--- config.mk ---
export PLATFORM = sky130hd
export DESIGN_NAME = html_entity_escaper_unit_flat
export DESIGN_NICKNAME = d
export VERILOG_FILES = /design/src/sv/hee_pkg.sv /design/src/sv/hee_req_if.sv /design/src/sv/hee_rsp_if.sv /design/src/sv/html_entity_escaper_unit.sv /design/src/sv/hee_classify.sv /design/src/sv/hee_out_stage.sv /design/src/flat_wrapper.sv
export SDC_FILE = /design/constraint.sdc
export NUM_CORES = 1
export LEC_CHECK = 0
export BUFFER_PORTS_ARGS = -buffer_cell sky130_fd_sc_hd__buf_2
export CAP_MARGIN = 20
export CORE_UTILIZATION = 25
export DETAILED_ROUTE_END_ITERATION = 10
export PLACE_DENSITY = 0.45
export SLEW_MARGIN = 10
export SYNTH_ARGS = -nofsm -noshare
export SYNTH_HDL_FRONTEND = slang
export SYNTH_SLANG_ARGS = --single-unit
--- constraint.sdc ---
create_clock -name clock -period 3.3 [get_ports clock]
set_input_delay 0.33 -clock clock [delete_from_list [all_inputs] [get_ports clock]]
set_output_delay 0.33 -clock clock [all_outputs]
set_load 0.05 [all_outputs]
--- src/sv/hee_pkg.sv ---
// ---------------------------------------------------------------------------
// HTML entity escaper package
// Character codes, entity selection, entity text table and the beat structs
// shared by the escaper modules.
// ---------------------------------------------------------------------------
package hee_pkg;

   localparam int ENT_MAX_LEN = 6;
   localparam int IDX_W       = 3;

   localparam logic [7:0] CHAR_LT    = 8'h3C;
   localparam logic [7:0] CHAR_GT    = 8'h3E;
   localparam logic [7:0] CHAR_AMP   = 8'h26;
   localparam logic [7:0] CHAR_QUOT  = 8'h22;
   localparam logic [7:0] CHAR_APOS  = 8'h27;
   localparam logic [7:0] CHAR_GRAVE = 8'h60;

   localparam logic [7:0] CTRL_LAST_LOW = 8'h08;
   localparam logic [7:0] CTRL_VT       = 8'h0B;
   localparam logic [7:0] CTRL_FF       = 8'h0C;
   localparam logic [7:0] CTRL_HI_FIRST = 8'h0E;
   localparam logic [7:0] CTRL_HI_LAST  = 8'h1F;

   localparam logic MODE_ATTR = 1'b0;
   localparam logic MODE_TEXT = 1'b1;

   // Entity text, left aligned, zero padded to six characters
   localparam logic [47:0] TEXT_LT    = {"&lt;", 16'h0000};
   localparam logic [47:0] TEXT_GT    = {"&gt;", 16'h0000};
   localparam logic [47:0] TEXT_AMP   = {"&amp;", 8'h00};
   localparam logic [47:0] TEXT_QUOT  = "&quot;";
   localparam logic [47:0] TEXT_APOS  = "&apos;";
   localparam logic [47:0] TEXT_GRAVE = "&#096;";

   typedef enum logic [2:0] {
      ENT_NONE,
      ENT_LT,
      ENT_GT,
      ENT_AMP,
      ENT_QUOT,
      ENT_APOS,
      ENT_GRAVE
   } ent_sel_type;

   typedef struct packed {
      logic [7:0] byte_out;
      logic       data_valid;
      logic       last_of_run;
      logic       text_end;
   } beat_type;

   typedef struct packed {
      logic     emit;
      beat_type beat;
   } class_type;

   function automatic logic [IDX_W-1:0] ent_len(input ent_sel_type sel);
      logic [IDX_W-1:0] len;
      unique case (sel)
         ENT_LT, ENT_GT:              len = IDX_W'(4);
         ENT_AMP:                     len = IDX_W'(5);
         ENT_QUOT, ENT_APOS, ENT_GRAVE: len = IDX_W'(6);
         default:                     len = IDX_W'(1);
      endcase
      return len;
   endfunction

   function automatic logic [7:0] ent_char(input ent_sel_type sel,
                                           input logic [IDX_W-1:0] idx);
      logic [47:0] text;
      logic [47:0] shifted;
      unique case (sel)
         ENT_LT:    text = TEXT_LT;
         ENT_GT:    text = TEXT_GT;
         ENT_AMP:   text = TEXT_AMP;
         ENT_QUOT:  text = TEXT_QUOT;
         ENT_APOS:  text = TEXT_APOS;
         ENT_GRAVE: text = TEXT_GRAVE;
         default:   text = '0;
      endcase
      shifted = text << {idx, 3'b000};
      return shifted[47:40];
   endfunction

endpackage

--- src/sv/hee_req_if.sv ---
// ---------------------------------------------------------------------------
// Escaper request channel
// Valid/ready channel carrying one text byte and its end-of-text flag.
// ---------------------------------------------------------------------------
interface hee_req_if;
   logic       valid;
   logic       ready;
   logic [7:0] byte_value;
   logic       end_of_text;

   modport source (output valid, output byte_value, output end_of_text, input ready);
   modport sink   (input valid, input byte_value, input end_of_text, output ready);
endinterface

--- src/sv/hee_rsp_if.sv ---
// ---------------------------------------------------------------------------
// Escaper response channel
// Valid/ready channel carrying one escaped output byte and its markers.
// ---------------------------------------------------------------------------
interface hee_rsp_if;
   logic       valid;
   logic       ready;
   logic [7:0] byte_out;
   logic       data_valid;
   logic       last_of_run;
   logic       text_end;

   modport source (output valid, output byte_out, output data_valid,
                   output last_of_run, output text_end, input ready);
   modport sink   (input valid, input byte_out, input data_valid,
                   input last_of_run, input text_end, output ready);
endinterface

--- src/sv/html_entity_escaper_unit.sv ---
// ---------------------------------------------------------------------------
// HTML entity escaper unit
// Takes one text byte per beat and returns the escaped byte stream.
//
//   channel | direction | payload
//   req_ch  | in        | byte_value[7:0], end_of_text
//   rsp_ch  | out       | byte_out[7:0], data_valid, last_of_run, text_end
//   csr     | in        | csr_write_en, csr_write_data (escape_mode)
//
// Plain bytes stream at one per cycle while rsp_ch.ready does not stall the output.
// An entity holds the input register until all of its four to six characters move out.
// A silently dropped control byte frees the input register without waiting on the output.
// A request reaches the response through the input register, then the output register.
// Reset clears both valid flags and escape_mode; rsp_ch.ready low stalls
// the output register and, through it, the input register.
// ---------------------------------------------------------------------------
module html_entity_escaper_unit (
   input  logic      clock,
   input  logic      reset,
   hee_req_if.sink   req_ch,
   hee_rsp_if.source rsp_ch,
   input  logic      csr_write_en,
   input  logic      csr_write_data
);
   import hee_pkg::*;

   logic             mode_ff;
   logic             s1_valid_ff;
   logic             s1_valid_in;
   logic [7:0]       s1_byte_ff;
   logic             s1_end_ff;
   logic [IDX_W-1:0] s1_idx_ff;
   logic [IDX_W-1:0] s1_idx_in;
   class_type        cls;
   logic             out_can_take;
   logic             step;
   logic             finish;
   logic             accept;

   always_ff @(posedge clock) begin
      if (reset) begin
         mode_ff <= MODE_ATTR;
      end else if (csr_write_en) begin
         mode_ff <= csr_write_data;
      end
   end

   hee_classify u_classify (
      .byte_value  (s1_byte_ff),
      .end_of_text (s1_end_ff),
      .idx         (s1_idx_ff),
      .escape_mode (mode_ff),
      .cls         (cls)
   );

   hee_out_stage u_out_stage (
      .clock      (clock),
      .reset      (reset),
      .load_valid (s1_valid_ff && cls.emit),
      .load_beat  (cls.beat),
      .can_take   (out_can_take),
      .rsp_ch     (rsp_ch)
   );

   // Advance one position when a beat moves out, or at once for a byte that emits no beat
   assign step   = s1_valid_ff && (!cls.emit || out_can_take);
   assign finish = step && cls.beat.last_of_run;
   assign req_ch.ready = !s1_valid_ff || finish;
   assign accept = req_ch.valid && req_ch.ready;

   assign s1_valid_in = accept || (s1_valid_ff && !finish);

   always_comb begin
      if (accept) begin
         s1_idx_in = '0;
      end else if (step) begin
         s1_idx_in = s1_idx_ff + IDX_W'(1);
      end else begin
         s1_idx_in = s1_idx_ff;
      end
   end

   always_ff @(posedge clock) begin
      if (reset) begin
         s1_valid_ff <= 1'b0;
         s1_idx_ff   <= '0;
      end else begin
         s1_valid_ff <= s1_valid_in;
         s1_idx_ff   <= s1_idx_in;
      end
   end

   always_ff @(posedge clock) begin
      if (accept) begin
         s1_byte_ff <= req_ch.byte_value;
         s1_end_ff  <= req_ch.end_of_text;
      end
   end

   a_idx_range: assert property (@(posedge clock) disable iff (reset)
      s1_valid_ff |-> s1_idx_ff < IDX_W'(ENT_MAX_LEN))
      else $error("entity position beyond longest entity");

   a_hold_mid_entity: assert property (@(posedge clock) disable iff (reset)
      (s1_valid_ff && !finish) |-> !req_ch.ready)
      else $error("request taken while an entity is still expanding");

   a_bare_marker: assert property (@(posedge clock) disable iff (reset)
      (rsp_ch.valid && !rsp_ch.data_valid) |-> (rsp_ch.last_of_run && rsp_ch.text_end))
      else $error("empty response beat without end marker");

   a_end_is_last: assert property (@(posedge clock) disable iff (reset)
      (s1_valid_ff && cls.emit && cls.beat.text_end) |-> cls.beat.last_of_run)
      else $error("text end flagged before the last beat of its byte");

endmodule

--- src/sv/hee_classify.sv ---
// ---------------------------------------------------------------------------
// Escaper byte classifier
// Picks the entity for a held byte and forms the beat at the given position.
// ---------------------------------------------------------------------------
module hee_classify (
   input  logic [7:0]              byte_value,
   input  logic                    end_of_text,
   input  logic [hee_pkg::IDX_W-1:0] idx,
   input  logic                    escape_mode,
   output hee_pkg::class_type      cls
);
   import hee_pkg::*;

   ent_sel_type      sel;
   logic             is_ctrl;
   logic             drop;
   logic             last;
   logic [IDX_W-1:0] len;

   always_comb begin
      unique case (byte_value)
         CHAR_LT:    sel = ENT_LT;
         CHAR_GT:    sel = ENT_GT;
         CHAR_AMP:   sel = ENT_AMP;
         CHAR_QUOT:  sel = (escape_mode == MODE_ATTR) ? ENT_QUOT  : ENT_NONE;
         CHAR_APOS:  sel = (escape_mode == MODE_ATTR) ? ENT_APOS  : ENT_NONE;
         CHAR_GRAVE: sel = (escape_mode == MODE_ATTR) ? ENT_GRAVE : ENT_NONE;
         default:    sel = ENT_NONE;
      endcase
   end

   assign is_ctrl = (byte_value <= CTRL_LAST_LOW) || (byte_value == CTRL_VT) ||
                    (byte_value == CTRL_FF) ||
                    (byte_value >= CTRL_HI_FIRST && byte_value <= CTRL_HI_LAST);
   assign drop    = (escape_mode == MODE_TEXT) && is_ctrl;
   assign len     = ent_len(sel);
   assign last    = (sel == ENT_NONE) || (idx == len - IDX_W'(1));

   always_comb begin
      cls.emit             = !drop || end_of_text;
      cls.beat.data_valid  = !drop;
      cls.beat.last_of_run = last;
      cls.beat.text_end    = last && end_of_text;
      if (drop) begin
         cls.beat.byte_out = 8'h00;
      end else if (sel == ENT_NONE) begin
         cls.beat.byte_out = byte_value;
      end else begin
         cls.beat.byte_out = ent_char(sel, idx);
      end
   end

endmodule

--- src/sv/hee_out_stage.sv ---
// ---------------------------------------------------------------------------
// Escaper output register
// Holds one response beat until the sink takes it.
// ---------------------------------------------------------------------------
module hee_out_stage (
   input  logic              clock,
   input  logic              reset,
   input  logic              load_valid,
   input  hee_pkg::beat_type load_beat,
   output logic              can_take,
   hee_rsp_if.source         rsp_ch
);
   import hee_pkg::*;

   logic     valid_ff;
   logic     valid_in;
   beat_type beat_ff;

   assign can_take = !valid_ff || rsp_ch.ready;
   assign valid_in = (load_valid && can_take) || (valid_ff && !rsp_ch.ready);

   always_ff @(posedge clock) begin
      if (reset) begin
         valid_ff <= 1'b0;
      end else begin
         valid_ff <= valid_in;
      end
   end

   always_ff @(posedge clock) begin
      if (load_valid && can_take) begin
         beat_ff <= load_beat;
      end
   end

   assign rsp_ch.valid       = valid_ff;
   assign rsp_ch.byte_out    = beat_ff.byte_out;
   assign rsp_ch.data_valid  = beat_ff.data_valid;
   assign rsp_ch.last_of_run = beat_ff.last_of_run;
   assign rsp_ch.text_end    = beat_ff.text_end;

endmodule
--- src/flat_wrapper.sv ---
// flat-port wrapper written by rule: the top's interface ports become plain ports
module html_entity_escaper_unit_flat import hee_pkg::*;
  (clock, reset, csr_write_en, csr_write_data, req_ch_valid, req_ch_byte_value, req_ch_end_of_text, req_ch_ready, rsp_ch_valid, rsp_ch_byte_out, rsp_ch_data_valid, rsp_ch_last_of_run, rsp_ch_text_end, rsp_ch_ready);
  hee_req_if req_ch_i ();
  hee_rsp_if rsp_ch_i ();
  input  logic clock;
  input  logic reset;
  input  logic csr_write_en;
  input  logic csr_write_data;
  input wire logic [$bits(req_ch_i.valid)-1:0] req_ch_valid;
  input wire logic [$bits(req_ch_i.byte_value)-1:0] req_ch_byte_value;
  input wire logic [$bits(req_ch_i.end_of_text)-1:0] req_ch_end_of_text;
  output wire logic [$bits(req_ch_i.ready)-1:0] req_ch_ready;
  output wire logic [$bits(rsp_ch_i.valid)-1:0] rsp_ch_valid;
  output wire logic [$bits(rsp_ch_i.byte_out)-1:0] rsp_ch_byte_out;
  output wire logic [$bits(rsp_ch_i.data_valid)-1:0] rsp_ch_data_valid;
  output wire logic [$bits(rsp_ch_i.last_of_run)-1:0] rsp_ch_last_of_run;
  output wire logic [$bits(rsp_ch_i.text_end)-1:0] rsp_ch_text_end;
  input wire logic [$bits(rsp_ch_i.ready)-1:0] rsp_ch_ready;
  assign req_ch_i.valid = req_ch_valid;
  assign req_ch_i.byte_value = req_ch_byte_value;
  assign req_ch_i.end_of_text = req_ch_end_of_text;
  assign req_ch_ready = req_ch_i.ready;
  assign rsp_ch_valid = rsp_ch_i.valid;
  assign rsp_ch_byte_out = rsp_ch_i.byte_out;
  assign rsp_ch_data_valid = rsp_ch_i.data_valid;
  assign rsp_ch_last_of_run = rsp_ch_i.last_of_run;
  assign rsp_ch_text_end = rsp_ch_i.text_end;
  assign rsp_ch_i.ready = rsp_ch_ready;
  html_entity_escaper_unit u_core (.clock(clock), .reset(reset), .req_ch(req_ch_i), .rsp_ch(rsp_ch_i), .csr_write_en(csr_write_en), .csr_write_data(csr_write_data));
endmodule
==> results of run 1 <==
flip-flops by register name, indices dropped and copies added, names as in the netlist:
signal	flops
u_core.u_out_stage.rsp_ch.text_end	1
u_core.u_out_stage.rsp_ch.data_valid	1
u_core.u_out_stage.rsp_ch.valid	1
u_core.mode_ff	1
u_core.u_out_stage.rsp_ch.last_of_run	1
u_core.s1_valid_ff	1
u_core.u_out_stage.rsp_ch.byte_out	8
u_core.s1_end_ff	1
u_core.s1_idx_ff	3
u_core.s1_byte_ff	8
power by group through the flow:
stage	Combinational, mW	Sequential [mW]	Clock, mW
after floorplan	0.0589	0.406	0
after global placement	0.111	0.392	0
after detailed placement	0.109	0.392	0
after CTS	0.112	0.384	0.223
after global routing	0.133	0.385	0.237
final	0.122	0.383	0.213
stage by stage:
step                      area (um2)  setup WS, ns
after detailed placement        1970         0.230
after floorplan                 1730        0.0692
after CTS                       2040       0.00416
after global placement          1970         0.281
after global routing            2140       0.00133
final                           2140         0.221
layout make-up:
type                            instances  area share [%]
Timing Repair Buffer                   48            14.0
Sequential cell                        26            33.7
Multi-Input combinational cell        133            44.2
Inverter                                6            1.05
Tap cell                               77            4.51
Clock buffer                            4            2.57
final timing paths:
| check | to | slack, ns | from | cells after the start |
|---|---|---|---|---|
| worst max-delay path | req_ch_ready | 0.22 | u_core.s1_byte_ff[3] | 10 |
| worst min register to register | u_core.u_out_stage.rsp_ch.valid | 0.56 | u_core.u_out_stage.rsp_ch.valid | 2 |
| worst max register to register | u_core.s1_byte_ff[6] | 0.36 | u_core.s1_byte_ff[3] | 10 |
| worst min-delay path | u_core.s1_byte_ff[0] | 0.22 | req_ch_byte_value[0] | 1 |
cells by family after synthesis:
| logic type | count (synthesis) | share of synthesized area, % |
|---|---|---|
| and+or+nand+nor | 68 | 24.8 |
| xor gates and xnor gates | 3 | 1.52 |
| buffers and inverters | 19 | 5.43 |
| DFF | 26 | 41.7 |
| AOI/OAI and AO/OA | 57 | 23.3 |
| muxes | 3 | 1.74 |
| adders and majority gates | 2 | 1.45 |
worst register-to-register path: stages, from the launching register on:
cell and delay [ns]:
edfxtp_1 0.46, or3b_1 0.40, a211o_1 0.30, a21boi_4 0.17
nor2_1 0.14, ha_1 0.25, xor2_1 0.13, o211ai_1 0.15
buf_4 0.17, a311oi_2 0.25, buf_4 0.24
Yosys cell counts (3+ instances only):
cell,number,share of area (%)
nor2b_1,8,2.9
mux2i_1,3,1.7
edfxtp_1,20,35
nor4_1,4,1.4
o21ai_0,13,3.8
dfxtp_1,6,7.0
nand2b_1,4,1.4
buf_2,3,0.87
a211o_1,3,1.5
nand2_1,7,1.5
nor3_1,6,1.7
a31oi_1,8,2.9
inv_1,6,1.3
clkbuf_1,7,1.5
a21oi_1,7,2.0
nor2_1,15,3.3
xor2_1,3,1.5
what timing repair did:
| action | CTS | global route |
|---|---|---|
| gates resized for setup | 2 | 9 |
| setup buffers | 2 | 7 |
| endpoints found under the setup margin | 1 | 1 |
| pin swaps | 0 | 4 |
| hold buffers | 0 | 0 |
per-layer routing:
metal  track usage [%]  vias to the layer above
met5                 0                        -
met4              3.85                        0
met3              2.92                        8
met2              19.3                       42
met1              18.0                      708
li1                  -                      754
==> flow_metrics.tcl, run 1 <==
set metrics [dict create \
    run_status "finished clean" \
    hold_path_class "in2reg" \
    syn_area_per_cell_um2 9.70 \
    wl_met1_mm 2.21 \
    p_seq_share_pct 53.3 \
    dieArea_um2 7240 \
    maxSlewHeadroom_pct 50.8 \
    overflow 0 \
    multi_input_area_um2 945 \
    final-seq-area_um2 721 \
    rows 29 \
    synth_edf_count 20 \
    peakVddDrop_v 0.000199 \
    post-route-util_pct 32.9 \
    synthDistinctLibCells 57 \
    finalPower_uw 717 \
    maxCapViolCount 0 \
    fin_crit_ns 3.08 \
    num_io_pins 28 \
    finalMaxSlewViolations 0 \
    required_ns 2.97 \
    path_class "reg2out" \
    drt-initial-drc-count 107 \
    p_per_area_nw_per_um2 335 \
    clock_path_buffers 2 \
    worst_pin_slew_ns 0.732 \
    switching_power_uw 194 \
    pwr-share-clk_pct 29.7 \
    grt_first_pass_wirelength_mm 7.22 \
    drcViolationCount 0 \
    drive_gt1_share_pct 33.2 \
    p_leak_nw 0.791 \
    crit_chain "or3b_1 -> a211o_1 -> a21boi_4 -> nor2_1 -> ha_1 -> xor2_1 -> o211ai_1 -> and2_4 -> o21ai_2 -> buf_6" \
    die_h_um 85.1 \
    syn_to_final_growth_pct 23.8 \
    antenna_left 0 \
    dp.cells 280 \
    met3_length_um 189 \
    grt_use_total_pct 12.7 \
    cp-start-kind "flop" \
    grt_max_degree 19 \
    antenna_found_initial 0 \
    port-buffer-count 27 \
    rsz0062_at_grt "false" \
    stdcell_count 294 \
    die_w_um 85.1 \
    period_share_pct 93.3 \
    setup_viol 0 \
    syn-instance-count 178 \
    finish.net_count 235 \
    switching_share_pct 27.0 \
    wire_per_inst_um 14.9 \
    whs_ns 0.225 \
    firstDrtPassIters 4 \
    critPathBufInv 1 \
    cp_slowest_stage_delay_ns 0.46 \
    fin_skew_ns 0.00515 \
    end_kind "primary output" \
    antenna_cells 0 \
    path_clk_slew_ns 0.09 \
    critPathTopFamily "compound AO/OA/AOI/OAI gates" \
    crit_fanout 7 \
    synthArstFlopShare_pct 0 \
    cts_tree "yes" \
    clkSinkCount 26 \
    synth.ff_latch_count 26 \
    syn-num-nets 195 \
    clockRootBuffer "clkbuf_8" \
    hold_violations 0 \
    dpl.hpwl_mm 3.25 \
    synth_area_um2 1730 \
    fp.coreArea_um2 6490 \
    cts_buffers 3 \
    via_count 1512 \
    cpMaxStageDelayCell "edfxtp_1" \
    viasPerCell 5.14 \
    final_common_cell "buf_2" \
    route.met2.wl_mm 1.91 \
    synth_seq_area_share_pct 41.7 \
    routed_wl_mm 4.38 \
    gp_congestion 0.875 \
    synth-main-ff-cell "edfxtp_1" \
    highest-signal-layer "met4" \
    finalSetupTns_ns 0 \
    layout_common_cells "26 x buf_2, 21 x buf_4, 20 x edfxtp_1" \
    crit_arrival_ns 2.75 \
    yosysWarnings 0 \
    pwr-share-comb_pct 17.0 \
    grt_pass1_vias 1412 \
    fmax_mhz 325 \
    initial_core_util_pct 26.6 \
    power.internal_uw 524 \
    cts-htree-levels 1 \
    fill_cells 669 \
    clk_latency_ns 0.28 \
]
No activity file was read; power rests on OpenSTA's default activity.
==> inputs of run 2 (changes only) <==
--- a/config.mk
+++ b/config.mk
@@ -5,6 +5,7 @@
 export SDC_FILE = /design/constraint.sdc
 export NUM_CORES = 1
 export LEC_CHECK = 0
+export ABC_AREA = 1
 export BUFFER_PORTS_ARGS = -buffer_cell sky130_fd_sc_hd__buf_2
 export CAP_MARGIN = 20
 export CORE_UTILIZATION = 25
==> run 2 against run 1 <==
Compared with the run above: sequential share of layout area grew 3.9 points; final area shrank 10%; critical path type unchanged; synthesized cell count grew 11%; via count shrank 9.3%; largest cell class unchanged; fmax grew 4.2%; setup slack gained 0.13 ns.
==> flow_metrics.tcl, run 2 <==
set metrics [dict create \
    p_leak_nw 0.829 \
    end_kind "primary output" \
    fmax_mhz 339 \
    peakVddDrop_v 0.000143 \
    synth_top_area_share_pct 36.6 \
    clkSinkCount 26 \
    path_class "reg2out" \
    yosysWarnings 0 \
    cts_buffers 3 \
    cts_hold_buf 0 \
    period_share_pct 89.5 \
    required_ns 2.97 \
    p_per_area_nw_per_um2 367 \
    finalSetupTns_ns 0 \
    overflow 0 \
    clk_latency_ns 0.27 \
    grt_pass1_vias 1314 \
    path_clk_slew_ns 0.09 \
    layout_common_cells "31 x nand2_1, 29 x inv_1, 27 x buf_2" \
    clock_path_buffers 2 \
    num_io_pins 28 \
    maxCapViolCount 0 \
    worstReg2RegStart "u_core.s1_byte_ff[4]" \
    viasPerCell 4.53 \
    synth.most_common_cell "nand2_1" \
    synth-main-ff-cell "edfxtp_1" \
    hold_violations 0 \
    synthDistinctLibCells 31 \
    port-buffer-count 27 \
    syn-instance-count 198 \
    hold_path_class "in2reg" \
    fin_skew_ns 0.00209 \
    dpl.hpwl_mm 2.89 \
    fill_cells 666 \
    fin_area_um2 1920 \
    run_status "finished clean" \
    antenna_cells 0 \
    firstDrtPassIters 4 \
    syn_to_final_growth_pct 16.6 \
    synthTopCellsByArea "edfxtp_1 37%, dfxtp_1 7.3%, nand2_1 7.1%" \
    antenna_left 0 \
    crit_fanout 7 \
    antenna_found_initial 0 \
    routed_wl_mm 3.61 \
    fp.coreArea_um2 6350 \
    cp-start-kind "flop" \
    grt_max_degree 15 \
    via_count 1372 \
    dieArea_um2 6900 \
    placed_cell_area_um2 1870 \
    die_w_um 83.1 \
    syn-num-nets 215 \
    clockRootBuffer "clkbuf_8" \
    worst_pin_slew_ns 0.503 \
    synth.ff_latch_count 26 \
    synthArstFlopShare_pct 0 \
    syn_area_per_cell_um2 8.30 \
    wire_per_inst_um 11.9 \
    post-cts-setup-buffer-count 0 \
    yosysTopAreaCell "edfxtp_1" \
    grt_use_total_pct 10.9 \
    gp_congestion 0.829 \
    r2r_slack_ns 0.56 \
    fin_crit_ns 2.95 \
    finalMaxSlewViolations 0 \
    synth.top_cells.by_count "31 x nand2_1, 29 x inv_1, 20 x edfxtp_1, 17 x a21oi_1, 14 x nor2_1" \
    setup_viol 0 \
    final_common_cell "nand2_1" \
    synth_area_um2 1640 \
    maxSlewHeadroom_pct 66.5 \
    crit_arrival_ns 2.62 \
    rsz0062_at_grt "false" \
    die_h_um 83.1 \
    r2r_end "u_core.s1_byte_ff[7]" \
    cp-startpoint "u_core.s1_byte_ff[4]" \
    synth_edf_count 20 \
    finish.net_count 244 \
    initial_core_util_pct 25.9 \
    synth_seq_area_share_pct 43.9 \
    drt-initial-drc-count 81 \
    cts_tree "yes" \
    rr_worst_depth 17 \
    cts_resized 0 \
    rows 29 \
    drcViolationCount 0 \
    drive_gt1_share_pct 29.2 \
    cts-htree-levels 1 \
    setup.worst_path.end "req_ch_ready" \
    grt_first_pass_wirelength_mm 6.07 \
]
## run 2: cell types whose count changed in the layout (fill, tap and decap cells not counted), moves of 4 or more
| cell | delta |
|---|---|
| buf_4 | -20 |
| a31oi_1 | -4 |
| a21oi_1 | +10 |
| nand2_1 | +24 |
| nor2_2 | +7 |
| nand3_2 | +4 |
| nor2b_1 | -8 |
| nand2b_1 | -4 |
| nor4_1 | -4 |
| nand2_2 | +10 |
| nand3_1 | +8 |
| inv_2 | +4 |
| inv_1 | +23 |
## run 2: worst min-delay path by stage
| stage | startpoint | endpoint | slack, ns | cells past startpoint |
|---|---|---|---|---|
| floorplan | reset | u_core.s1_valid_ff | 0.40 | 1 |
| global placement | u_core.s1_byte_ff[7] | u_core.u_out_stage.rsp_ch.byte_out[7] | 0.46 | 0 |
| detailed placement | u_core.s1_byte_ff[7] | u_core.u_out_stage.rsp_ch.byte_out[7] | 0.45 | 0 |
| CTS | req_ch_byte_value[2] | u_core.s1_byte_ff[2] | 0.22 | 1 |
| global route | req_ch_byte_value[3] | u_core.s1_byte_ff[3] | 0.21 | 1 |
| finish | req_ch_byte_value[2] | u_core.s1_byte_ff[2] | 0.23 | 1 |
## run 2: power by group
| part | internal, mW | switching [mW] |
|---|---|---|
| clock network | 0.0864 | 0.0976 |
| logic | 0.0377 | 0.0912 |
| registers | 0.375 | 0.0164 |
| total | 0.499 | 0.205 |
## run 2: critical path: stages, from the launching register on
cell      delay [ns]
edfxtp_1        0.43
inv_1           0.11
nand2_2         0.10
nor2_8          0.18
nand2_1         0.07
nand3_1         0.08
inv_1           0.06
nor2_4          0.15
inv_1           0.06
ha_1            0.30
xnor2_1         0.13
nor2_2          0.13
nand3_2         0.09
nand2_2         0.07
nand2_2         0.06
nand2_4         0.07
buf_2           0.26
## run 2: layout make-up
type | count | area (um2) | area share, %
Timing Repair Buffer | 28 | 143 | 7.45
Clock buffer | 4 | 45.0 | 2.35
Inverter | 33 | 124 | 6.47
Sequential cell | 26 | 721 | 37.6
Tap cell | 77 | 96.3 | 5.03
Multi-Input combinational cell | 135 | 787 | 41.1
## run 2: logic make-up after synthesis
kind of cell,Yosys count,synth area share (%)
and+or+nand+nor,87,29.1
AOI/OAI and AO/OA,43,15.4
adders and majority gates,2,1.52
buffers and inverters,37,8.53
DFF,26,43.9
xor gates and xnor gates,3,1.60
## run 2: routing by layer
metal	vias up	share of wire, %	track usage (%)
met2	32	47	18.2
met5	-	0	0
met4	0	1.4	4.23
met1	615	49	14.3
li1	719	-	-
met3	6	3.0	1.59
## run 2: per-stage QoR
stage	setup WS [ns]	hold WS [ns]	util [%]	std cells	power [mW]
floorplan	0.661	0.399	-	198	0.493
global placement	0.492	0.460	29.4	299	0.529
detailed placement	0.461	0.454	29.4	299	0.529
CTS	0.235	0.221	30.1	303	0.716
global route	0.0837	0.207	30.2	303	0.746
finish	0.346	0.229	30.2	303	0.704
